$ cat src/design/npg_pkg.sv
// shared types and constants for the next permutation generator
`timescale 1ns / 1ps

package npg_pkg;

   localparam int INDEX_W    = 4;
   localparam int VALUE_W    = 8;
   localparam int LENGTH_W   = 5;
   localparam int POSITION_W = 4;

   localparam logic OP_LOAD    = 1'b0;
   localparam logic OP_ADVANCE = 1'b1;

   localparam logic [LENGTH_W-1:0] LENGTH_RESET = 5'd16;
   localparam logic [LENGTH_W-1:0] LENGTH_MIN   = 5'd2;

   typedef struct packed {
      logic                  valid;
      logic [POSITION_W-1:0] position;
      logic [VALUE_W-1:0]    element;
      logic                  last;
      logic                  wrapped;
   } emit_type;

endpackage

$ cat src/design/npg_store.sv
// sequence store: one write port, two registered read ports, reset-cleared valid bits
`timescale 1ns / 1ps

module npg_store #(
   parameter int DEPTH = 16,
   parameter int IDX_W = 4
) (
   input  logic                        clock,
   input  logic                        reset,
   input  logic [IDX_W-1:0]            rd_a_addr,
   input  logic [IDX_W-1:0]            rd_b_addr,
   output logic [npg_pkg::VALUE_W-1:0] rd_a_data,
   output logic [npg_pkg::VALUE_W-1:0] rd_b_data,
   input  logic                        wr_en,
   input  logic [IDX_W-1:0]            wr_addr,
   input  logic [npg_pkg::VALUE_W-1:0] wr_data
);
   import npg_pkg::*;

   logic [VALUE_W-1:0] mem_ff [DEPTH];
   logic [DEPTH-1:0]   valid_ff;
   logic [VALUE_W-1:0] rd_a_data_ff;
   logic [VALUE_W-1:0] rd_b_data_ff;

   always_ff @(posedge clock) begin
      if (wr_en) begin
         mem_ff[wr_addr] <= wr_data;
      end
   end

   always_ff @(posedge clock) begin
      if (reset) begin
         valid_ff <= '0;
      end else if (wr_en) begin
         valid_ff[wr_addr] <= 1'b1;
      end
   end

   // entries never written read as zero
   always_ff @(posedge clock) begin
      rd_a_data_ff <= valid_ff[rd_a_addr] ? mem_ff[rd_a_addr] : '0;
      rd_b_data_ff <= valid_ff[rd_b_addr] ? mem_ff[rd_b_addr] : '0;
   end

   assign rd_a_data = rd_a_data_ff;
   assign rd_b_data = rd_b_data_ff;

endmodule

$ cat src/design/npg_ctrl.sv
// sequencer: pivot search, successor search, swap, tail reversal and emit over a shared comparator
`timescale 1ns / 1ps

module npg_ctrl #(
   parameter int MAX_LEN = 16,
   parameter int IDX_W   = 4
) (
   input  logic                         clock,
   input  logic                         reset,
   input  logic                         req_valid,
   output logic                         req_stall,
   input  logic                         req_operation,
   input  logic [npg_pkg::INDEX_W-1:0]  req_index,
   input  logic [npg_pkg::VALUE_W-1:0]  req_value,
   input  logic                         csr_wr_en,
   input  logic [npg_pkg::LENGTH_W-1:0] csr_wr_data,
   output npg_pkg::emit_type            emit,
   input  logic                         emit_take,
   output logic [IDX_W-1:0]             rd_a_addr,
   output logic [IDX_W-1:0]             rd_b_addr,
   input  logic [npg_pkg::VALUE_W-1:0]  rd_a_data,
   input  logic [npg_pkg::VALUE_W-1:0]  rd_b_data,
   output logic                         wr_en,
   output logic [IDX_W-1:0]             wr_addr,
   output logic [npg_pkg::VALUE_W-1:0]  wr_data
);
   import npg_pkg::*;

   localparam logic [3:0] S_IDLE  = 4'd0;
   localparam logic [3:0] S_PIV   = 4'd1;
   localparam logic [3:0] S_SUC   = 4'd2;
   localparam logic [3:0] S_SWPA  = 4'd3;
   localparam logic [3:0] S_SWPB  = 4'd4;
   localparam logic [3:0] S_REVR  = 4'd5;
   localparam logic [3:0] S_REVA  = 4'd6;
   localparam logic [3:0] S_REVB  = 4'd7;
   localparam logic [3:0] S_EMITR = 4'd8;
   localparam logic [3:0] S_EMITW = 4'd9;

   logic [3:0]          state_ff, state_in;
   logic [LENGTH_W-1:0] act_len_ff, act_len_in;
   logic [IDX_W-1:0]    last_ff, last_in;
   logic [IDX_W-1:0]    k_ff, k_in;
   logic [IDX_W-1:0]    kd_ff, kd_in;
   logic                chk_ff, chk_in;
   logic [IDX_W-1:0]    piv_ff, piv_in;
   logic [VALUE_W-1:0]  piv_val_ff, piv_val_in;
   logic [IDX_W-1:0]    suc_ff, suc_in;
   logic [VALUE_W-1:0]  suc_val_ff, suc_val_in;
   logic [IDX_W-1:0]    lo_ff, lo_in;
   logic [IDX_W-1:0]    hi_ff, hi_in;
   logic [IDX_W-1:0]    e_ff, e_in;
   logic                wrap_ff, wrap_in;

   logic [IDX_W-1:0]    eff_last;
   logic [VALUE_W-1:0]  cmp_lhs;
   logic                less;
   logic                req_accept;

   assign req_stall  = (state_ff != S_IDLE);
   assign req_accept = req_valid && !req_stall;

   // shared comparator
   assign cmp_lhs = (state_ff == S_SUC) ? piv_val_ff : rd_a_data;
   assign less    = (cmp_lhs < rd_b_data);

   // clamp of the active length, kept as its last index
   always_comb begin
      if (act_len_ff < LENGTH_MIN) begin
         eff_last = IDX_W'(1);
      end else if (32'(act_len_ff) > MAX_LEN) begin
         eff_last = IDX_W'(MAX_LEN - 1);
      end else begin
         eff_last = IDX_W'(act_len_ff - 5'd1);
      end
   end

   always_comb begin
      state_in   = state_ff;
      act_len_in = csr_wr_en ? csr_wr_data : act_len_ff;
      last_in    = last_ff;
      k_in       = k_ff;
      kd_in      = kd_ff;
      chk_in     = chk_ff;
      piv_in     = piv_ff;
      piv_val_in = piv_val_ff;
      suc_in     = suc_ff;
      suc_val_in = suc_val_ff;
      lo_in      = lo_ff;
      hi_in      = hi_ff;
      e_in       = e_ff;
      wrap_in    = wrap_ff;
      rd_a_addr  = '0;
      rd_b_addr  = '0;
      wr_en      = 1'b0;
      wr_addr    = '0;
      wr_data    = '0;
      emit       = '0;

      unique case (state_ff)
         S_IDLE: begin
            if (req_accept) begin
               if (req_operation == OP_LOAD) begin
                  wr_en   = (32'(req_index) < MAX_LEN);
                  wr_addr = IDX_W'(req_index);
                  wr_data = req_value;
               end else begin
                  last_in  = eff_last;
                  k_in     = eff_last;
                  chk_in   = 1'b0;
                  state_in = S_PIV;
               end
            end
         end
         S_PIV: begin
            rd_a_addr = k_ff - IDX_W'(1);
            rd_b_addr = k_ff;
            kd_in     = k_ff;
            chk_in    = 1'b1;
            if (k_ff > IDX_W'(1)) begin
               k_in = k_ff - IDX_W'(1);
            end
            if (chk_ff) begin
               if (less) begin
                  piv_in     = kd_ff - IDX_W'(1);
                  piv_val_in = rd_a_data;
                  wrap_in    = 1'b0;
                  k_in       = last_ff;
                  chk_in     = 1'b0;
                  state_in   = S_SUC;
               end else if (kd_ff == IDX_W'(1)) begin
                  wrap_in  = 1'b1;
                  lo_in    = '0;
                  hi_in    = last_ff;
                  state_in = S_REVR;
               end
            end
         end
         S_SUC: begin
            rd_b_addr = k_ff;
            kd_in     = k_ff;
            chk_in    = 1'b1;
            if (k_ff != '0) begin
               k_in = k_ff - IDX_W'(1);
            end
            if (chk_ff && less) begin
               suc_in     = kd_ff;
               suc_val_in = rd_b_data;
               state_in   = S_SWPA;
            end
         end
         S_SWPA: begin
            wr_en    = 1'b1;
            wr_addr  = piv_ff;
            wr_data  = suc_val_ff;
            state_in = S_SWPB;
         end
         S_SWPB: begin
            wr_en    = 1'b1;
            wr_addr  = suc_ff;
            wr_data  = piv_val_ff;
            lo_in    = piv_ff + IDX_W'(1);
            hi_in    = last_ff;
            state_in = S_REVR;
         end
         S_REVR: begin
            rd_a_addr = lo_ff;
            rd_b_addr = hi_ff;
            if (lo_ff < hi_ff) begin
               state_in = S_REVA;
            end else begin
               e_in     = '0;
               state_in = S_EMITR;
            end
         end
         S_REVA: begin
            rd_a_addr = lo_ff;
            rd_b_addr = hi_ff;
            wr_en     = 1'b1;
            wr_addr   = lo_ff;
            wr_data   = rd_b_data;
            state_in  = S_REVB;
         end
         S_REVB: begin
            rd_a_addr = lo_ff;
            rd_b_addr = hi_ff;
            wr_en     = 1'b1;
            wr_addr   = hi_ff;
            wr_data   = rd_a_data;
            lo_in     = lo_ff + IDX_W'(1);
            hi_in     = hi_ff - IDX_W'(1);
            state_in  = S_REVR;
         end
         S_EMITR: begin
            rd_a_addr = e_ff;
            state_in  = S_EMITW;
         end
         S_EMITW: begin
            rd_a_addr     = e_ff;
            emit.valid    = 1'b1;
            emit.position = POSITION_W'(e_ff);
            emit.element  = rd_a_data;
            emit.last     = (e_ff == last_ff);
            emit.wrapped  = wrap_ff;
            if (emit_take) begin
               if (e_ff == last_ff) begin
                  state_in = S_IDLE;
               end else begin
                  e_in     = e_ff + IDX_W'(1);
                  state_in = S_EMITR;
               end
            end
         end
         default: begin
            state_in = S_IDLE;
         end
      endcase
   end

   always_ff @(posedge clock) begin
      if (reset) begin
         state_ff   <= S_IDLE;
         act_len_ff <= LENGTH_RESET;
         chk_ff     <= 1'b0;
      end else begin
         state_ff   <= state_in;
         act_len_ff <= act_len_in;
         chk_ff     <= chk_in;
      end
   end

   always_ff @(posedge clock) begin
      last_ff    <= last_in;
      k_ff       <= k_in;
      kd_ff      <= kd_in;
      piv_ff     <= piv_in;
      piv_val_ff <= piv_val_in;
      suc_ff     <= suc_in;
      suc_val_ff <= suc_val_in;
      lo_ff      <= lo_in;
      hi_ff      <= hi_in;
      e_ff       <= e_in;
      wrap_ff    <= wrap_in;
   end

`ifndef NO_ASSERTIONS
   a_adv_starts_scan: assert property (@(posedge clock) disable iff (reset)
      req_accept && (req_operation == OP_ADVANCE) |=> state_ff == S_PIV)
      else $error("advance did not start the pivot scan");

   a_piv_in_range: assert property (@(posedge clock) disable iff (reset)
      (state_ff == S_PIV) && chk_ff |-> (kd_ff != '0) && (kd_ff <= last_ff))
      else $error("pivot scan index out of range");

   a_suc_right_of_pivot: assert property (@(posedge clock) disable iff (reset)
      (state_ff == S_SUC) && chk_ff |-> kd_ff > piv_ff)
      else $error("successor search passed the pivot");

   a_rev_ordered: assert property (@(posedge clock) disable iff (reset)
      (state_ff == S_REVA) || (state_ff == S_REVB) |-> lo_ff < hi_ff)
      else $error("reversal pointers crossed");

   a_emit_in_range: assert property (@(posedge clock) disable iff (reset)
      emit.valid |-> (e_ff <= last_ff) && !wr_en)
      else $error("emit beyond active length or during a write");
`endif

endmodule

$ cat src/design/next_permutation_generator.sv
// top level of the lexicographic next permutation generator
`timescale 1ns / 1ps

// Holds up to MAX_LEN byte elements; the first active_length (clamped to 2..MAX_LEN)
// take part. A load beat writes one element and gives no response.
// An advance beat rearranges the active elements into their next lexicographic
// permutation (after the final one it returns to ascending order and flags wrapped)
// and then sends every active element in order, last marking the final one.
// One compare unit and one store write port are stepped by a sequencer, one element
// per cycle in the scans; the reversal reads, then writes the low and the high element
// of each swapped pair, and each emitted element is read and then offered, held while
// the response output stalls. No request is taken meanwhile.
module next_permutation_generator #(
   parameter int MAX_LEN = 16
) (
   input  logic                           clock,
   input  logic                           reset,
   input  logic                           req_valid,
   output logic                           req_stall,
   input  logic                           req_operation,
   input  logic [npg_pkg::INDEX_W-1:0]    req_index,
   input  logic [npg_pkg::VALUE_W-1:0]    req_value,
   output logic                           rsp_valid,
   input  logic                           rsp_stall,
   output logic [npg_pkg::POSITION_W-1:0] rsp_position,
   output logic [npg_pkg::VALUE_W-1:0]    rsp_element,
   output logic                           rsp_last,
   output logic                           rsp_wrapped,
   input  logic                           csr_wr_en,
   input  logic [npg_pkg::LENGTH_W-1:0]   csr_wr_data
);
   import npg_pkg::*;

   localparam int IDX_W = $clog2(MAX_LEN);

   emit_type            emit;
   logic                emit_take;
   logic [IDX_W-1:0]    rd_a_addr;
   logic [IDX_W-1:0]    rd_b_addr;
   logic [VALUE_W-1:0]  rd_a_data;
   logic [VALUE_W-1:0]  rd_b_data;
   logic                wr_en;
   logic [IDX_W-1:0]    wr_addr;
   logic [VALUE_W-1:0]  wr_data;

   logic                  rsp_valid_ff;
   logic [POSITION_W-1:0] rsp_position_ff;
   logic [VALUE_W-1:0]    rsp_element_ff;
   logic                  rsp_last_ff;
   logic                  rsp_wrapped_ff;

   npg_store #(
      .DEPTH (MAX_LEN),
      .IDX_W (IDX_W)
   ) u_store (
      .clock     (clock),
      .reset     (reset),
      .rd_a_addr (rd_a_addr),
      .rd_b_addr (rd_b_addr),
      .rd_a_data (rd_a_data),
      .rd_b_data (rd_b_data),
      .wr_en     (wr_en),
      .wr_addr   (wr_addr),
      .wr_data   (wr_data)
   );

   npg_ctrl #(
      .MAX_LEN (MAX_LEN),
      .IDX_W   (IDX_W)
   ) u_ctrl (
      .clock         (clock),
      .reset         (reset),
      .req_valid     (req_valid),
      .req_stall     (req_stall),
      .req_operation (req_operation),
      .req_index     (req_index),
      .req_value     (req_value),
      .csr_wr_en     (csr_wr_en),
      .csr_wr_data   (csr_wr_data),
      .emit          (emit),
      .emit_take     (emit_take),
      .rd_a_addr     (rd_a_addr),
      .rd_b_addr     (rd_b_addr),
      .rd_a_data     (rd_a_data),
      .rd_b_data     (rd_b_data),
      .wr_en         (wr_en),
      .wr_addr       (wr_addr),
      .wr_data       (wr_data)
   );

   // response output register
   assign emit_take = !rsp_valid_ff || !rsp_stall;

   always_ff @(posedge clock) begin
      if (reset) begin
         rsp_valid_ff <= 1'b0;
      end else if (emit_take) begin
         rsp_valid_ff <= emit.valid;
      end
   end

   always_ff @(posedge clock) begin
      if (emit_take && emit.valid) begin
         rsp_position_ff <= emit.position;
         rsp_element_ff  <= emit.element;
         rsp_last_ff     <= emit.last;
         rsp_wrapped_ff  <= emit.wrapped;
      end
   end

   assign rsp_valid    = rsp_valid_ff;
   assign rsp_position = rsp_position_ff;
   assign rsp_element  = rsp_element_ff;
   assign rsp_last     = rsp_last_ff;
   assign rsp_wrapped  = rsp_wrapped_ff;

endmodule
$ cat config.mk
export PLATFORM = sky130hd
export DESIGN_NAME = next_permutation_generator
export DESIGN_NICKNAME = d
export VERILOG_FILES = /design/src/design/npg_pkg.sv /design/src/design/npg_store.sv /design/src/design/npg_ctrl.sv /design/src/design/next_permutation_generator.sv
export SDC_FILE = /design/constraint.sdc
export NUM_CORES = 1
export LEC_CHECK = 0
export BUFFER_PORTS_ARGS = -buffer_cell sky130_fd_sc_hd__clkbuf_2
export CELL_PAD_IN_SITES_DETAIL_PLACEMENT = 0
export CELL_PAD_IN_SITES_GLOBAL_PLACEMENT = 2
export CORE_MARGIN = 10
export CORE_UTILIZATION = 25
export DETAILED_ROUTE_END_ITERATION = 10
export PLACE_DENSITY = 0.53
export SKIP_CTS_REPAIR_TIMING = 1
export SLEW_MARGIN = 20
export SYNTH_ARGS = -nofsm -noshare
export SYNTH_HDL_FRONTEND = slang
export SYNTH_SLANG_ARGS = --single-unit
export TNS_END_PERCENT = 1
$ cat constraint.sdc
create_clock -name clock -period 9.33 [get_ports clock]
set_input_delay 0.933 -clock clock [delete_from_list [all_inputs] [get_ports clock]]
set_output_delay 0.933 -clock clock [all_outputs]
set_load 0.01 [all_outputs]
# Yosys cells after proc, flatten, opt, wreduce, memory -nomap -nowiden
# Memory sizes are Yosys's and may differ from the RTL's. A register that Yosys moved wholly into a read port is not among the register bits.
# Cells that the tools add are included.
[classes]
add_sub_neg = 7
n_lt_le_gt_ge = 9
eq_ne = 22
n_mux = 58
bitwise_logic = 1
n_reduce_logical = 31
[op_table]
columns = ["cell", "n"]
rows = [
  ["$mux W4", 28],
  ["$pmux W4 S3", 4],
  ["$pmux W8 S5", 1],
  ["$pmux W4 S9", 1],
  ["$mux W8", 3],
  ["$pmux W4 S5", 1],
  ["$eq A4 B3 Y1 const B", 4],
  ["$or A16 B16 Y16", 1],
  ["$pmux W4 S2", 2],
  ["$sub A4 B1 Y4 const B", 4],
  ["$lt A4 B5 Y1 const B", 3],
  ["$mux W15", 1],
  ["$ne A2 B2 Y1 const B", 7],
  ["$add A4 B1 Y4 const B", 3],
  ["$mux W1", 12],
  ["$reduce_and A3 Y1", 4],
  ["$reduce_and A4 Y1", 3],
  ["$bmux W1 S4", 2],
  ["$eq A4 B1 Y1 const B", 2],
  ["$eq A4 B2 Y1 const B", 2],
  ["$eq A4 B4 Y1 const B", 2],
  ["$lt A8 B8 Y1", 1],
  ["$reduce_bool A4 Y1", 2],
  ["$ne A2 B1 Y1 const B", 3],
  ["21 further kinds", 32],
]
[word_totals]
regBits = 90
ram_bits = 128
inputBits = 23
word_cells = 149
memories = 1
[memory_table]
columns = ["name", "depth", "width", "rd", "rd_ports_with_merged_regs", "write_ports", "line_no", "rtl"]
rows = [
  ["u_store.mem_ff", 16, 8, 2, 2, 1, "npg_store.sv:20", "logic [VALUE_W-1:0] mem_ff [DEPTH];"],
]

# Logic depth before layout (Yosys ltp)
# Gate-level depths: netlist of run 1.
[depth]
word_depth = 10
mapped_depth = 14
ltp_nobuf = 12

# Cells and area by module
# A second synthesis of run 1 with hierarchy kept.
[hier_totals]
cells_unflattened = 800
area_unflattened_um2 = 11260.8
[by_module_without_submodules]
columns = ["mod", "instances", "cells_per_inst", "area_each_um2"]
rows = [
  ["npg_store", 1, 373, 6962.9],
  ["npg_ctrl", 1, 408, 3838.7],
  ["next_permutation_generator", 1, 19, 459.2],
]

# Worst setup path before layout of run 1
# Ideal clock, no wire load.
[synth_timing]
path_kind = "register to register"
start = "reg u_ctrl.state_ff[1]"
end = "reg u_ctrl.piv_ff[0] (enable)"
setup_ns = 0.380
arrival_time_ns = 2.864
setup_slack_ns = 6.086
path_stages_with_launch = 13
n_path_buf = 2
synth_period_minus_slack_ns = 3.244
path_cell_list = "dfxtp_1 > buf_2 > clkbuf_1 > nand3b_1 > nand2_1 > nand2_1 > ha_1 > a21o_1 > a21o_1 > a21oi_1 > o21a_1 > inv_1 > nor2_1"
[synth_via]
elab_chain_len = 4
[synth_rtl]
columns = ["item", "line_no", "rtl"]
rows = [
  ["from (decl)", "npg_ctrl.sv:40", "logic [3:0] state_ff, state_in;"],
  ["from (signal assigned)", "npg_ctrl.sv:226", "state_ff <= state_in;"],
  ["$eq A4 B2 Y1", "npg_ctrl.sv:64", "assign cmp_lhs = (state_ff == S_SUC) ? piv_val_ff : rd_a_data;"],
  ["$mux W8", "npg_ctrl.sv:64", ""],
  ["$lt A8 B8 Y1", "npg_ctrl.sv:65", "assign less = (cmp_lhs < rd_b_data);"],
  ["$reduce_and A3 Y1 (no source line) (*)", "-", ""],
  ["to (signal assigned)", "npg_ctrl.sv:236", "piv_ff <= piv_in;"],
  ["to (decl)", "npg_ctrl.sv:46", "logic [IDX_W-1:0] piv_ff, piv_in;"],
]
# Mark *: on every way between the ends. The rest lies on a longest branch, timed or not.
# A chain may end at the register's enable or synchronous reset.

# Worst setup path in the final report of run 1
[layout_timing]
start = "reg u_ctrl.state_ff[0]"
end = "reg u_ctrl.suc_ff[2] (enable)"
[layout_via]
elab_chain_len = 5
[layout_rtl]
columns = ["item", "line_no", "rtl"]
rows = [
  ["$eq A4 B2 Y1 (*)", "npg_ctrl.sv:64, npg_ctrl.sv:100", ""],
  ["$mux W8", "npg_ctrl.sv:64", ""],
  ["$lt A8 B8 Y1", "npg_ctrl.sv:65", ""],
  ["$logic_and A1 B1 Y1", "npg_ctrl.sv:146", "if (chk_ff && less) begin"],
  ["$reduce_and A2 Y1 (no source line) (*)", "-", ""],
  ["to (signal assigned)", "npg_ctrl.sv:238", "suc_ff <= suc_in;"],
  ["to (decl)", "npg_ctrl.sv:48", "logic [IDX_W-1:0] suc_ff, suc_in;"],
]
# Marks and branches as above.

==> results.ini, run 1 <==
[status]
status = complete, no violations

[floorplanning]
placement_rows = 79
dieHeight_um = 236.0
die_w_um = 236.0
dieArea_um2 = 55680
core_area_um2 = 46360
start_util_pct = 25.15
io_pins = 39

[placement]
gp_congestion = 0.7988
dp_hpwl_um = 25240
io_buffers = 38
dp.cells = 1474

[synth]
synth_cells = 852
synth.distinct_cells = 68
yosys_warnings = 0
yosysSeqAreaShare_pct = 56.57
synth_xor_area_share_pct = 1.202
synthesis.area_um2 = 11660
yosys.area_share.simple_pct = 8.306
synth-async-reset-ratio_pct = 0
synthesis.nets = 894
synthMuxAreaShare_pct = 19.51
avgSynthCellArea_um2 = 13.69
synthAdderAreaFrac_pct = 2.039
synth-seq-cells = 234
synth_top_family_by_area = multiplexers
ys.flop_type = edfxtp_1
synth_compound_area_share_pct = 9.486
synth_edf_count = 191

[setup_path]
cp_slowest_cell = dfxtp_1
rr_endpoint = u_ctrl.suc_ff[2]
r2r-start = u_ctrl.state_ff[0]
path_class = register to register
crit_fanout = 28
cp.arrival_ps = 4310
r2r_slack_ps = 5210
endpoint_kind = register
critPathMaxStageDelay_ps = 970
path_cells = nor2_1, nand3b_1, nand2_1, nand2_1, ha_1, a21o_1, a21o_1, a21oi_1, o211ai_2, nor2_1
reg2reg_depth = 10
start_kind = register
cp.required_ps = 9520

[sta]
rsz0062_at_grt = false
maxSlewViolCount = 0
skew_ps = 31.61
tns_ps = 0
whs_ps = 487.8
max_freq_ghz = 0.2428
setup_violations = 0
tightestPinTransition_ps = 1111
timing.final.crit_share_pct = 44.14
finalHoldViolCount = 0
fin_crit_ps = 4118
slew_headroom_pct = 25.68

[drt]
wl_per_cell_um = 23.60
first_pass_iters = 5
wl_um = 36020
postRouteAntennaNets = 0
dr_total_vias = 7259
drc = 0
drt_iter0_drc = 449
via_per_inst = 4.757

[hold_path]
min_from = u_store.valid_ff[7]
hold_class = register to register
hold_path_end = u_store.valid_ff[7]
holdPathStages = 1

[finish]
finalNonFillerCells = 1526
drive_above_1_share_pct = 18.93
nets = 939
area_growth_pct = 15.43
insertedDiodeCount = 0

[power_and_ir_drop]
finalPower_mw = 4.362
p_leak_nw = 5.206
vdd_drop_max_mv = 0.1517
power_density_nw_per_um2 = 324.1

[clocking]
clock_latency_ps = 590
cts_root_buf = clkbuf_16
h-tree-depth = 1
cts_max_path_buffers = 3
numCtsBuffers = 28
cts_tree = yes
path_clk_slew_ps = 60
cts_sinks = 234

[grt]
grt-ovfl-total = 0
antenna_found_initial = 0
grt_usage_pct = 12.52
grt_max_degree = 43
grt_pass1_wl_um = 51960
grt_pass1_vias = 7361

[job]
maxCapViolations = 0

cell usage after synthesis, types with 4 or more instances:
cell	instances	area [um^2]
and2_1	17	106.4
edfxtp_1	191	5736
ha_1	19	237.7
xor2_1	9	78.83
o21ai_0	10	50.05
mux2_2	23	259.0
buf_6	5	56.30
clkbuf_1	12	45.04
nand2b_1	13	81.33
o21a_1	13	97.59
inv_1	26	97.59
nand2_1	59	221.5
dfxtp_1	43	860.8
a211oi_1	4	30.03
buf_4	7	52.55
buf_2	16	80.08
a22o_1	9	78.83
nand3_1	16	80.08
nand3b_1	5	37.54
mux2i_1	120	1201
xnor2_1	7	61.31
a21o_1	5	37.54
a21oi_1	15	75.07
mux4_2	35	788.3
a22oi_1	42	315.3
o21ba_1	5	50.05
nor2_1	50	187.7
nor3_1	11	55.05
nor2b_1	6	37.54
worst max path at each step:
stage | from | end | slack (ps) | cells past startpoint
2_1_floorplan | u_ctrl.state_ff[1] | u_ctrl.piv_ff[0] | 6090 | 12
6_report | u_ctrl.state_ff[0] | u_ctrl.suc_ff[2] | 5210 | 10
5_1_grt | u_ctrl.state_ff[0] | u_ctrl.suc_ff[3] | 4840 | 10
3_5_place_dp | u_ctrl.state_ff[0] | u_ctrl.piv_val_ff[1] | 5190 | 11
3_3_place_gp | u_ctrl.state_ff[0] | u_ctrl.suc_val_ff[3] | 5240 | 10
4_1_cts | u_ctrl.state_ff[0] | u_ctrl.piv_ff[0] | 5180 | 11
kinds of logic after synthesis:
logic type	after synthesis
and+or+nand+nor	195
adders and majority gates	19
muxes	179
AOI/OAI and AO/OA	142
xor gates and xnor gates	16
buffers and inverters	67
DFF	234
cells in the final DEF (no fill, tap or decap), types with 26 or more instances in the layout:
cell type	instances
a22oi_1	42
clkbuf_16	28
clkbuf_2	38
dfxtp_1	43
edfxtp_1	191
inv_1	26
mux2i_1	120
mux4_2	35
nand2_1	59
nor2_1	50
sequential cells by signal, indices dropped and copies added, names as in the netlist, 5 cells and up:
register / count
u_store.mem_ff: 128
u_store.valid_ff: 16
rsp_element: 8
u_ctrl.piv_val_ff: 8
u_ctrl.suc_val_ff: 8
u_store.rd_a_data: 8
u_store.rd_b_data: 8
u_ctrl.act_len_ff: 5
routing by layer:
metal | vias to the layer above | part of all wire, % | GRT usage (%)
met2 | 110 | 47 | 20.12
met1 | 3712 | 47 | 16.95
met4 | 0 | 2.3 | 3.768
li1 | 3387 | - | -
met5 | - | 0 | 0
met3 | 50 | 3.7 | 1.999
per-stage QoR:
step | area (um^2) | setup WS, ps | util (%)
2_1_floorplan | 11660 | 6086 | -
3_3_place_gp | 12550 | 5243 | 27.07
3_5_place_dp | 12550 | 5188 | 27.07
4_1_cts | 13460 | 5185 | 29.03
5_1_grt | 13460 | 4841 | 29.03
6_report | 13460 | 5212 | 29.03
report_power, final:
| part | internal [mW] | switching [mW] | total, mW | leakage [nW] |
|---|---|---|---|---|
| clock | 0.616 | 0.453 | 1.07 | 0.443 |
| combinational | 0.712 | 1.13 | 1.84 | 2.69 |
| sequential | 1.33 | 0.123 | 1.45 | 2.08 |
critical path, delay by kind of cell (launching register included):
family                   cells  cell delay, ps
adder cells (fa/ha/maj)      1             230
flip-flops                   1             970
AO/OA/AOI/OAI                4             820
AND/OR/NAND/NOR              5            1700
final cells by class:
type                            instances  area (um^2)
Inverter                               26        97.59
Multi-Input combinational cell        551         4771
Timing Repair Buffer                   56        325.3
Clock buffer                           32        725.7
Tap cell                              607        759.5
Fill cell                            4658        32900
Sequential cell                       234         6596
Clock inverter                         20        183.9
Note: power is estimated with default switching activity, not from simulation.
==> run 2, diff against run 1 <==
==> constraint.sdc (replaced) <==
create_clock -name clock -period 4.2 [get_ports clock]
set_input_delay 0.42 -clock clock [delete_from_list [all_inputs] [get_ports clock]]
set_output_delay 0.42 -clock clock [all_outputs]
set_load 0.01 [all_outputs]
==> results.ini, run 2 (synthesized netlist as in run 1, its figures left out) <==
[hold_path]
hold_class = input port to register  ; was register to register
min_from = csr_wr_data[4]  ; was u_store.valid_ff[7]

[sta]
setup_violations = 0  ; unchanged
rsz0062_at_grt = false  ; unchanged
max_freq_ghz = 0.2992  ; was 0.2428 GHz
tightestPinTransition_ps = 958.1  ; was 1111 ps
maxSlewViolCount = 0  ; unchanged
skew_ps = 25.13  ; was 31.61 ps
fin_crit_ps = 3342  ; was 4118 ps
finalHoldViolCount = 0  ; unchanged
tns_ps = 0  ; unchanged
slew_headroom_pct = 35.89  ; was 25.68%
timing.final.crit_share_pct = 79.57  ; was 44.14%

[placement]
dp_hpwl_um = 25400  ; was 25,240 um
gp_congestion = 0.7778  ; was 0.7988
io_buffers = 38  ; unchanged

[finish]
drive_above_1_share_pct = 20.78  ; was 18.93%
fillerInstances = 4656  ; was 4,658
reg.largest.list = u_store.mem_ff (128), u_store.valid_ff (16)  ; unchanged
nets = 963  ; was 939
layout_common_cells = edfxtp_1, mux2i_1, nand2_1  ; unchanged
largest_reg_flops = 128  ; unchanged
layout_commonest_cell = edfxtp_1  ; unchanged
largest-register = u_store.mem_ff  ; unchanged
area_growth_pct = 17.13  ; was 15.43%
insertedDiodeCount = 0  ; unchanged

[setup_path]
crit_fanout = 24  ; was 28
r2r_slack_ps = 860  ; was 5210 ps
path_cells = buf_4, or2_1, a32o_4, buf_4, mux4_1, a22oi_1, a22oi_1  ; was nor2_1, nand3b_1, nand2_1, nand2_1, ha_1, a21o_1, a21o_1, a21oi_1, o211ai_2, nor2_1
start_kind = register  ; unchanged
endpoint_kind = register  ; unchanged
cp_slowest_cell = dfxtp_1  ; unchanged
cp.arrival_ps = 3770  ; was 4310 ps
path_class = register to register  ; unchanged
r2r-start = u_ctrl.state_ff[0]  ; unchanged
cp.required_ps = 4630  ; was 9520 ps
crit_path_start = u_ctrl.state_ff[0]  ; unchanged
critPathMaxStageDelay_ps = 650  ; was 970 ps

[drt]
via_per_inst = 4.741  ; was 4.757
wl_per_cell_um = 23.28  ; was 23.60 um
drc = 0  ; unchanged
postRouteAntennaNets = 0  ; unchanged
dr_total_vias = 7348  ; was 7,259
drt_iter0_drc = 613  ; was 449
first_pass_iters = 5  ; unchanged
wl_um = 36090  ; was 36,020 um

[floorplanning]
dieArea_um2 = 55680  ; unchanged
core_area_um2 = 46360  ; unchanged
dieHeight_um = 236.0  ; unchanged
die_w_um = 236.0  ; unchanged
start_util_pct = 25.15  ; unchanged
placement_rows = 79  ; unchanged
io_pins = 39  ; unchanged

[power_and_ir_drop]
vdd_drop_max_mv = 0.3343  ; was 0.1517 mV
finalPower_mw = 9.678  ; was 4.362 mW
power_density_nw_per_um2 = 708.7  ; was 324.1 nW/um^2
p_leak_nw = 5.334  ; was 5.206 nW

[clocking]
cts_max_path_buffers = 3  ; unchanged
path_clk_slew_ps = 60  ; about the same
clock_latency_ps = 580  ; was 590 ps
h-tree-depth = 1  ; unchanged
cts_sinks = 234  ; unchanged
cts_root_buf = clkbuf_16  ; unchanged
cts_tree = yes  ; unchanged
numCtsBuffers = 28  ; unchanged

[grt]
grt_max_degree = 49  ; was 43
grt_pass1_vias = 7439  ; was 7,361
grt_usage_pct = 12.69  ; was 12.52%
grt_pass1_wl_um = 52980  ; was 51,960 um
antenna_found_initial = 0  ; unchanged
grt-ovfl-total = 0  ; unchanged

[job]
maxCapViolations = 0  ; unchanged

[status]
status = complete, no violations  ; unchanged

[run 2: per-stage QoR]
stage          cells  utilization [%]  hold slack, ps  setup slack [ps]  cell area [um^2]
6_report        1550            29.46           69.60             857.9             13660
5_1_grt         1550            29.46           82.84             581.4             13660
4_1_cts         1550            29.46           41.63             846.6             13660
3_5_place_dp    1498            27.52           475.3             852.4             12760
3_3_place_gp    1498            27.51           469.5             836.3             12750
2_1_floorplan    852                -           430.6             955.6             11660
[run 2: cell type report]
class                   instances  area (um^2)  share of cell area, %
clock inverters                 7        95.09                 0.6963
multi-input cells             551         4773                  34.95
repair buffers                 80        530.5                  3.885
inverters                      26        97.59                 0.7146
flip-flops and latches        234         6596                  48.30
well taps                     607        759.5                  5.561
clock buffers                  45        804.5                  5.891
[run 2: final timing paths]
check                              end  cells after the start
setup reg to reg  u_store.rd_a_data[4]                      7
hold reg to reg    u_store.valid_ff[6]                      1
setup / recovery  u_store.rd_a_data[4]                      7
hold / removal    u_ctrl.act_len_ff[4]                      3
[run 2: per-layer routing]
layer  wire [um]  up-vias  track usage [%]
met2       16780      128            20.40
met3        1363       37            1.546
met4         607        0            2.914
met1       17340     3748            17.80
met5           0        -                0
li1            -     3435                -
[run 2: report_power, final]
part	switching (mW)	internal (mW)	leakage (nW)
Sequential	0.274	2.95	2.08
Clock	0.996	1.38	0.431
Combinational	2.43	1.66	2.83
Total	3.70	5.98	5.33
[run 2: worst max-delay path: cells and delay by family, from the launching register on]
kind | cells | cell delay [ps]
flops | 1 | 650
compound gates | 3 | 870
buf+inv | 2 | 690
simple gates | 1 | 290
mux | 1 | 630
==> run 3, diff against run 2 <==
--- a/config.mk
+++ b/config.mk
@@ -11,7 +11,7 @@
 export CORE_MARGIN = 10
 export CORE_UTILIZATION = 25
 export DETAILED_ROUTE_END_ITERATION = 10
-export PLACE_DENSITY = 0.53
+export PLACE_DENSITY = 0.55
 export SKIP_CTS_REPAIR_TIMING = 1
 export SLEW_MARGIN = 20
 export SYNTH_ARGS = -nofsm -noshare
==> constraint.sdc (replaced) <==
create_clock -name clock -period 2.86 [get_ports clock]
set_input_delay 0.286 -clock clock [delete_from_list [all_inputs] [get_ports clock]]
set_output_delay 0.286 -clock clock [all_outputs]
set_load 0.01 [all_outputs]
==> results.ini, run 3 (synthesized netlist as in run 1, its figures left out) <==
[job]
maxCapViolations = 0  ; unchanged

[sta]
max_freq_ghz = 0.3656  ; was 0.2992 GHz
maxSlewViolCount = 0  ; unchanged
rsz0062_at_grt = true  ; was false
tightestPinTransition_ps = 850.4  ; was 958.1 ps
setup_violations = 0  ; unchanged
fin_crit_ps = 2735  ; was 3342 ps
timing.final.crit_share_pct = 95.63  ; was 79.57%
whs_ps = -5.183  ; was 69.60 ps
finalHoldViolCount = 1  ; was 0
skew_ps = 14.06  ; was 25.13 ps
slew_headroom_pct = 43.10  ; was 35.89%

[drt]
via_per_inst = 4.671  ; was 4.741
first_pass_iters = 4  ; was 5
dr_total_vias = 7507  ; was 7,348
drt_iter0_drc = 420  ; was 613
postRouteAntennaNets = 0  ; unchanged
wl_per_cell_um = 21.40  ; was 23.28 um
wl_um = 34380  ; was 36,090 um
drc = 0  ; unchanged

[finish]
finalNonFillerCells = 1607  ; was 1,550
largest_reg_flops = 128  ; unchanged
fillerInstances = 4638  ; was 4,656
area_growth_pct = 21.78  ; was 17.13%
nets = 1022  ; was 963
layout_commonest_cell = edfxtp_1  ; unchanged
insertedDiodeCount = 0  ; unchanged
reg.largest.list = u_store.mem_ff (128), u_store.valid_ff (16)  ; unchanged
layout_common_cells = edfxtp_1, mux2i_1, buf_4  ; was edfxtp_1, mux2i_1, nand2_1
largest-register = u_store.mem_ff  ; unchanged
drive_above_1_share_pct = 26.30  ; was 20.78%

[status]
status = finished with violations  ; was complete, no violations
violations = negative hold slack

[power_and_ir_drop]
vdd_drop_max_mv = 0.4273  ; was 0.3343 mV
power_density_nw_per_um2 = 1030  ; was 708.7 nW/um^2
p_leak_nw = 5.630  ; was 5.334 nW

[setup_path]
start_kind = register  ; unchanged
endpoint_kind = register  ; unchanged
crit_fanout = 5  ; was 24
cp.required_ps = 3130  ; was 4630 ps
cp.arrival_ps = 3000  ; was 3770 ps
path_class = register to register  ; unchanged

[floorplanning]
start_util_pct = 25.15  ; unchanged
core_area_um2 = 46360  ; unchanged
dieHeight_um = 236.0  ; unchanged
die_w_um = 236.0  ; unchanged
io_pins = 39  ; unchanged
dieArea_um2 = 55680  ; unchanged
placement_rows = 79  ; unchanged

[clocking]
cts_max_path_buffers = 3  ; unchanged
numCtsBuffers = 26  ; was 28
cts_sinks = 234  ; unchanged
path_clk_slew_ps = 60  ; about the same
clock_latency_ps = 560  ; was 580 ps
h-tree-depth = 1  ; unchanged
cts_root_buf = clkbuf_16  ; unchanged
cts_tree = yes  ; unchanged

[placement]
io_buffers = 38  ; unchanged
dp.cells = 1550  ; was 1,498
gp_congestion = 0.7756  ; was 0.7778
dp_hpwl_um = 25280  ; was 25,400 um

[hold_path]
hold_class = input port to register  ; unchanged

[grt]
grt_usage_pct = 12.14  ; was 12.69%
grt_pass1_wl_um = 52000  ; was 52,980 um
grt-ovfl-total = 0  ; unchanged
antenna_found_initial = 0  ; unchanged
grt_max_degree = 28  ; was 49
grt_pass1_vias = 7999  ; was 7,439

run 3: changes by cell type in the layout (fill, tap and decap cells not counted), sizes merged:
cell         previous run  this run
clkinv                  5         9
clkinvlp                1         3
inv                    26        29
bufinv                  1         0
buf                    42        99
dlygate4sd3             0         4
clkbuf                 83        71
run 3: area by class of cell:
type	count	area, um^2	area share [%]
multi-input cells	551	4821	33.95
clock inverters	15	102.6	0.7225
clock buffers	33	686.9	4.837
well taps	607	759.5	5.348
inverters	26	97.59	0.6873
repair buffers	141	1134	7.983
flip-flops and latches	234	6599	46.47
run 3: path summary, 6_finish.rpt:
path                              from                   end  slack [ps]  cells after the start
setup / recovery    u_ctrl.state_ff[1]        u_ctrl.k_ff[0]         120                     12
hold / removal          csr_wr_data[2]  u_ctrl.act_len_ff[2]          -5                      3
setup reg to reg    u_ctrl.state_ff[1]        u_ctrl.k_ff[0]         120                     12
hold reg to reg   u_store.rd_b_data[2]  u_ctrl.suc_val_ff[2]         480                      0
run 3: where the power goes:
group          switching [mW]  total, mW  internal (mW)
clock                    1.41       3.12           1.72
combinational            3.78       6.91           3.13
sequential              0.276       4.59           4.31
total                    5.46       14.6           9.16
run 3: metrics by stage:
stage	util [%]	setup WS (ps)	instance area (um^2)	total power, mW	setup TNS, ps
after floorplan	-	-44.66	11690	8.863	-512.7
after global placement	28.62	-52.18	13270	11.52	-526.9
after detailed placement	28.62	-37.69	13270	11.49	-939.8
after CTS	30.32	-56.48	14060	14.68	-1670
after global routing	30.63	-34.50	14200	15.49	-38.15
final	30.63	124.9	14200	14.62	0
run 3: critical path, stage by stage (launching register included):
cell and delay (ps):
dfxtp_1 400, nor4b_4 330, buf_6 180, nand2_1 60, nand2_1 80, ha_1 250
a21o_1 170, a21o_1 190, a21oi_2 170, o211ai_2 170, buf_12 180, mux2i_1 140
o221ai_1 140
run 3: metal layers:
layer  vias to the layer above  part of all wire [%]  GRT usage [%]
li1                       3551                     -              -
met1                      3807                    47          16.42
met2                       105                    47          19.84
met3                        44                   3.2          1.662
met4                         0                   2.3          3.458
met5                         -                     0              0
